`src/slid_pkg.sv`:
```
`default_nettype none
package slid_pkg;

  // Number of values the store can hold.
  localparam int CAPACITY = 16;
  // Width of the fill count, wide enough to hold CAPACITY itself.
  localparam int CNT_W = $clog2(CAPACITY + 1);
  localparam int VAL_W = 32;
  localparam int STATUS_W = 2;
  localparam int COUNT_OUT_W = 5;

  localparam logic MODE_INSERT = 1'b0;
  localparam logic MODE_DELETE = 1'b1;

  typedef enum logic [STATUS_W-1:0] {
    ST_DONE      = 2'd0,
    ST_FULL      = 2'd1,
    ST_NOT_FOUND = 2'd2
  } status_e;

  typedef struct packed {
    logic                    mode;
    logic signed [VAL_W-1:0] value;
  } request_t;

  typedef struct packed {
    logic [STATUS_W-1:0]     status;
    logic signed [VAL_W-1:0] removed_value;
    logic                    is_empty;
    logic [COUNT_OUT_W-1:0]  entry_count;
  } result_t;

  // Update enables broadcast to every cell.
  typedef struct packed {
    logic insert_en;
    logic delete_en;
  } ctl_t;

  // What one cell shows its neighbors.
  typedef struct packed {
    logic                    valid;
    logic signed [VAL_W-1:0] value;
    logic                    ge;
  } link_t;

endpackage
`default_nettype wire

```
`src/slid_cell.sv`:
```
`default_nettype none
module slid_cell (
  input  wire logic                             clk,
  input  wire logic                             rst,
  input  wire logic signed [slid_pkg::VAL_W-1:0] key,
  input  wire slid_pkg::ctl_t                   ctl,
  input  wire slid_pkg::link_t                  left,
  input  wire slid_pkg::link_t                  right,
  output slid_pkg::link_t                       self,
  output logic                                  eq
);
  import slid_pkg::*;

  logic                    valid;
  logic signed [VAL_W-1:0] value;
  logic                    ge;

  // Stored values form a sorted valid prefix, so ge is false up to the
  // insertion point and true from there on.
  assign ge = !valid || (value >= key);
  assign eq = valid && (value == key);

  assign self.valid = valid;
  assign self.value = value;
  assign self.ge    = ge;

  always_ff @(posedge clk) begin
    if (rst) begin
      valid <= 1'b0;
    end else if (ctl.insert_en && ge) begin
      if (left.ge) begin
        valid <= left.valid;
      end else begin
        valid <= 1'b1;
      end
    end else if (ctl.delete_en && ge) begin
      valid <= right.valid;
    end
  end

  always_ff @(posedge clk) begin
    if (ctl.insert_en && ge) begin
      if (left.ge) begin
        value <= left.value;
      end else begin
        value <= key;
      end
    end else if (ctl.delete_en && ge) begin
      value <= right.value;
    end
  end

endmodule
`default_nettype wire

```
`src/sorted_list_insert_delete_unit.sv`:
```
`default_nettype none
// A request transferred at a clock edge is first registered in req; the cells and the result register
// then update from it, and the result is shown, with done high, for one cycle.
// Throughput: one request per cycle; busy is tied low and the unit never holds off a request.
// The receiver cannot stall; each result is shown once and is gone after that cycle.
// Reset (rst, synchronous, active high) empties the store and drops any request in flight.
module sorted_list_insert_delete_unit (
  input  wire logic               clk,
  input  wire logic               rst,
  input  wire logic               start,
  input  wire slid_pkg::request_t request,
  output logic                    busy,
  output logic                    done,
  output slid_pkg::result_t       result
);
  import slid_pkg::*;

  // The store is a row of CAPACITY cells. Cell 0 holds the smallest value and
  // the valid cells always form a prefix of the row. The request value is
  // broadcast to every cell, and each cell compares it against its own entry
  // in parallel. On an insert, every cell at or past the insertion point takes
  // its left neighbor's entry, and the cell at the insertion point takes the
  // new value. On a delete, every cell at or past the first equal entry takes
  // its right neighbor's entry, which closes the gap.

  // The accepted request is registered and held while the cells act on it.
  logic     req_valid;
  request_t req;

  // The row needs no wait between requests, so busy stays low.
  assign busy = 1'b0;

  always_ff @(posedge clk) begin
    if (rst) begin
      req_valid <= 1'b0;
    end else begin
      req_valid <= start && !busy;
    end
  end

  always_ff @(posedge clk) begin
    if (start && !busy) begin
      req <= request;
    end
  end

  // Fill count, kept alongside the row so that full and empty need no scan.
  logic [CNT_W-1:0] count;
  logic [CNT_W-1:0] count_next;

  link_t [CAPACITY-1:0] links;
  logic  [CAPACITY-1:0] eq_vec;
  logic                 found;
  logic                 full;
  ctl_t                 ctl;

  assign found = |eq_vec;
  assign full  = (count == CNT_W'(CAPACITY));

  assign ctl.insert_en = req_valid && (req.mode == MODE_INSERT) && !full;
  assign ctl.delete_en = req_valid && (req.mode == MODE_DELETE) && found;

  link_t left_edge;
  link_t right_edge;

  // Nothing sits left of cell 0, so it never copies from the left. Past the
  // last cell the row reads as empty, which is shifted in on a delete.
  assign left_edge.valid  = 1'b0;
  assign left_edge.value  = '0;
  assign left_edge.ge     = 1'b0;
  assign right_edge.valid = 1'b0;
  assign right_edge.value = '0;
  assign right_edge.ge    = 1'b1;

  for (genvar i = 0; i < CAPACITY; i++) begin : g_cell
    link_t left_in;
    link_t right_in;

    if (i == 0) begin : g_first
      assign left_in = left_edge;
    end else begin : g_mid_left
      assign left_in = links[i-1];
    end

    if (i == CAPACITY - 1) begin : g_last
      assign right_in = right_edge;
    end else begin : g_mid_right
      assign right_in = links[i+1];
    end

    slid_cell u_cell (
      .clk   (clk),
      .rst   (rst),
      .key   (req.value),
      .ctl   (ctl),
      .left  (left_in),
      .right (right_in),
      .self  (links[i]),
      .eq    (eq_vec[i])
    );
  end

  always_comb begin
    count_next = count;
    if (ctl.insert_en) begin
      count_next = count + CNT_W'(1);
    end else if (ctl.delete_en) begin
      count_next = count - CNT_W'(1);
    end
  end

  always_ff @(posedge clk) begin
    if (rst) begin
      count <= '0;
    end else begin
      count <= count_next;
    end
  end

  // Result register: filled at the same edge at which the cells update.
  result_t result_next;

  always_comb begin
    result_next.status        = ST_DONE;
    result_next.removed_value = '0;
    if (req.mode == MODE_INSERT) begin
      if (full) begin
        result_next.status = ST_FULL;
      end
    end else begin
      if (found) begin
        result_next.removed_value = req.value;
      end else begin
        result_next.status = ST_NOT_FOUND;
      end
    end
    result_next.is_empty    = (count_next == '0);
    // The reported count keeps only its low bits when the store is larger.
    result_next.entry_count = COUNT_OUT_W'(count_next);
  end

  always_ff @(posedge clk) begin
    if (rst) begin
      done <= 1'b0;
    end else begin
      done <= req_valid;
    end
  end

  always_ff @(posedge clk) begin
    if (req_valid) begin
      result <= result_next;
    end
  end

endmodule
`default_nettype wire
```
`config.mk`:
```
export PLATFORM = sky130hd
export DESIGN_NAME = sorted_list_insert_delete_unit
export DESIGN_NICKNAME = d
export VERILOG_FILES = /design/src/slid_pkg.sv /design/src/slid_cell.sv /design/src/sorted_list_insert_delete_unit.sv
export SDC_FILE = /design/constraint.sdc
export NUM_CORES = 2
export LEC_CHECK = 0
export BUFFER_PORTS_ARGS = -buffer_cell sky130_fd_sc_hd__buf_4
export CORE_MARGIN = 2
export CORE_UTILIZATION = 65
export DETAILED_ROUTE_END_ITERATION = 7
export PLACE_DENSITY_LB_ADDON = 0.25
export REMOVE_ABC_BUFFERS = 1
export SETUP_SLACK_MARGIN = 0.3
export SLEW_MARGIN = 30
export SYNTH_ARGS = -nofsm -noshare
export SYNTH_HDL_FRONTEND = slang
export SYNTH_SLANG_ARGS = --single-unit
```
`constraint.sdc`:
```
create_clock -name clk -period 7.2 [get_ports clk]
set_input_delay 0.36 -clock clk [delete_from_list [all_inputs] [get_ports clk]]
set_output_delay 0.36 -clock clk [all_outputs]
set_load 0.005 [all_outputs]
```
==> reports/metrics.csv <==
stage;metric;value;unit
final_layout;share of layout cells above drive strength 1;15.73;%
pwr;Max IR drop VDD;179.0;uV
pwr;leakage power;18.49;nW
logic_synthesis;Ys Warns;0;
detailed_routing;via count;36260;
sta;final-report max-slew violation count;0;
cts;post-CTS sizing;0;
cts;clk buf depth;3;
detailed_routing;drc violations;0;
cts;setup bufs post-CTS;0;
sta;Period minus WS final;5.858;ns
floorplanning;DIE AREA;68590;um^2
logic_synthesis;Async S/R FF share, synth;0;%
worst_setup_path;slowest stage delay, CP;0.80;ns
placed_design;routability cong.;0.9734;
floorplanning;overall die height;261.9;um
final_layout;Area Overhead vs Synth;9.550;%
sta;Worst-Margin Slew;1.092;ns
detailed_routing;Avg Vias per Cell;7.358;
final_layout;Final #Nets;4559;
sta;Final setup violation count;0;
worst_setup_path;CP delay by family, top;simple AND/OR/NAND/NOR gates;
floorplanning;overall die width;261.9;um
grt;largest net degree at the start of global routing;67;
detailed_routing;WL/cell;27.56;um
grt;first-pass GRT wire length;204500;um
pwr;PD cells;201.6;nW/um^2
flow_run;MaxCap Viol Count;0;
logic_synthesis;EDFF count, synth;585;
grt;total congestion overflow;0;
detailed_routing;DRT antenna net count;0;
cts;CTS buffer count;71;
detailed_routing;DR pass1 iterations;8;
worst_setup_path;WS Path Type;reg -> reg;
worst_setup_path;Worst path most repeated cell;nand4_1;
detailed_routing;Detailed Route WL;135800;um
grt;vias in the first global route;34470;
cts;CTS tree;built;
logic_synthesis;Post-Syn Instances;4003;
sta;Max Clk Rate;0.1707;GHz
logic_synthesis;cell taking the most area after synthesis;edfxtp_1;
logic_synthesis;most frequent cell after synthesis;edfxtp_1;
sta;Max-slew headroom;26.99;%
worst_setup_path;crit-path max FO;21;
logic_synthesis;top cell type's share of synthesized area;40.63;%
cts;H-tree depth;3;
run_status;status;complete, no violations;
logic_synthesis;sequential area share after synthesis;41.70;%
worst_setup_path;Critical Path AT;6.16;ns
logic_synthesis;syn_area_per_cell;10.80;um^2
floorplanning;core region area;65860;um^2
worst_setup_path;Buf/Inv on CP;2;
cts;Hold-fix buffers, CTS;33;
grt;GRT Total Usage;38.81;%
sta;final hold vios;0;
sta;final hold slack;0.1358;ns
floorplanning;row count;94;
final_layout;filler instances;4681;
floorplanning;# IOs;78;
logic_synthesis;Syn Std Cell Area;43240;um^2
detailed_routing;initial DRC count;5197;
logic_synthesis;Primary FF master, synth;edfxtp_1;
logic_synthesis;FF+latch count, synth;608;
sta;Setup TNS Final;0;ns
sta;RSZ-0062 raised after global routing;no;
worst_setup_path;slowest CP cell;nor4_1;
floorplanning;Starting Density;65.64;%
cts;CTS clk-pin slew, worst paths;0.06;ns
cts;clock net sink count;608;
worst_setup_path;worst path cell trace;inv_1 > ha_1 > nand4_1 > nor4_1 > nand4_1 > nand4_1 > o41ai_2 > a21bo_2 > nor2_2 > buf_4;
placed_design;HPWL Detailed;96550;um
cts;CTS root buffer;clkbuf_16;
logic_synthesis;top cells by count, synth;edfxtp_1 (585), ha_1 (514), o21ai_0 (372), a21oi_1 (309), mux2_2 (239);
min_path;Worst Hold Class;in -> reg;
worst_setup_path;Worst EP required;7.50;ns
logic_synthesis;Yosys cell types;93;
sta;Setup Skew;0.04009;ns
grt;initial antenna violation count;4;
sta;final period utilization;81.36;%
worst_setup_path;Critical Path Source Type;flip-flop;
logic_synthesis;Synth area leaders;edfxtp_1 (41%), ha_1 (15%), mux2_2 (6.2%), o21ai_0 (4.3%), mux2i_1 (3.6%);
worst_setup_path;Setup crit end kind;flip-flop;
placed_design;IO Port Bufs;76;
cts;clk_lat worst skew;0.65;ns
## area by class of cell
type / count / area [um^2] / share of cell area [%]
Clock buffer: 84 / 1868 / 3.944
Antenna cell: 2 / 5.005 / 0.01057
Tap cell: 864 / 1081 / 2.282
Inverter: 84 / 315.3 / 0.6657
Multi-Input combinational cell: 3028 / 23840 / 50.33
Clock inverter: 42 / 394.1 / 0.8321
Timing Repair Buffer: 216 / 1832 / 3.867
Sequential cell: 608 / 18030 / 38.06
## placed cells by master, fill, tap and decap left out, types with 150 or more instances in the layout
master      n
nand3_1   153
edfxtp_1  585
mux2i_1   150
buf_4     175
ha_1      514
a21oi_1   306
nand2_1   150
mux2_2    239
o21ai_0   372
a31oi_1   199
## path summary, 6_finish.rpt
kind	from	cells after the start	end	slack, ns
max reg2reg	req[31]	10	g_cell[8].u_cell.value[2]	1.34
max	req[31]	10	g_cell[8].u_cell.value[2]	1.34
min reg2reg	g_cell[8].u_cell.valid	2	g_cell[8].u_cell.valid	0.53
min	rst	2	done	0.14
## flip-flops by register name (all words and copies together), names as in the netlist
signal,cells
g_cell.u_cell.value,512
result,40
req,33
g_cell.u_cell.valid,16
count,5
done,1
req_valid,1
## power breakdown
group / total [W] / switching [W] / internal [W]
Combinational: 0.00172 / 0.00107 / 0.000648
Clock: 0.00362 / 0.00157 / 0.00205
Sequential: 0.00421 / 0.000150 / 0.00406
Total: 0.00955 / 0.00279 / 0.00676
## routing by layer
| layer | track usage (%) | vias up | routed length [um] |
|---|---|---|---|
| li1 | - | 15870 | - |
| met1 | 54.53 | 17440 | 53610 |
| met2 | 59.06 | 2498 | 59610 |
| met3 | 7.735 | 449 | 16700 |
| met4 | 15.93 | 2 | 5873 |
| met5 | 0 | - | 13 |
## cells by family after synthesis
group                    count (synthesis)  synth area share [%]
XOR/XNOR                                 1               0.02026
adder cells (fa/ha/maj)                514                 14.87
flip-flops                             608                 41.70
multiplexers                           440                 11.28
buffers and inverters                  367                 3.762
AO/OA/AOI/OAI                         1291                 18.70
AND/OR/NAND/NOR                        781                 9.657
other                                    1              0.008673
## per-stage QoR
stage	worst slack (ns)	area [um^2]	utilization, %	cells	total power (W)
after global routing	1.276	47360	71.91	4926	0.009804
after CTS	1.612	47280	71.79	4924	0.009474
final	1.342	47360	71.91	4928	0.009547
after detailed placement	1.655	44690	67.86	4765	0.005903
after global placement	1.830	44580	67.68	4760	0.005828
after floorplan	-1.271	41920	-	3720	0.005319
## worst reg2reg max path: cells and delay by family (launching register included)
family / cells / cell delay, ns
AOI/OAI and AO/OA: 2 / 0.66
and+or+nand+nor: 5 / 2.45
adders and majority gates: 1 / 0.60
buffers and inverters: 2 / 1.05
DFF: 1 / 0.75
Power figures use the tool's default switching activity.
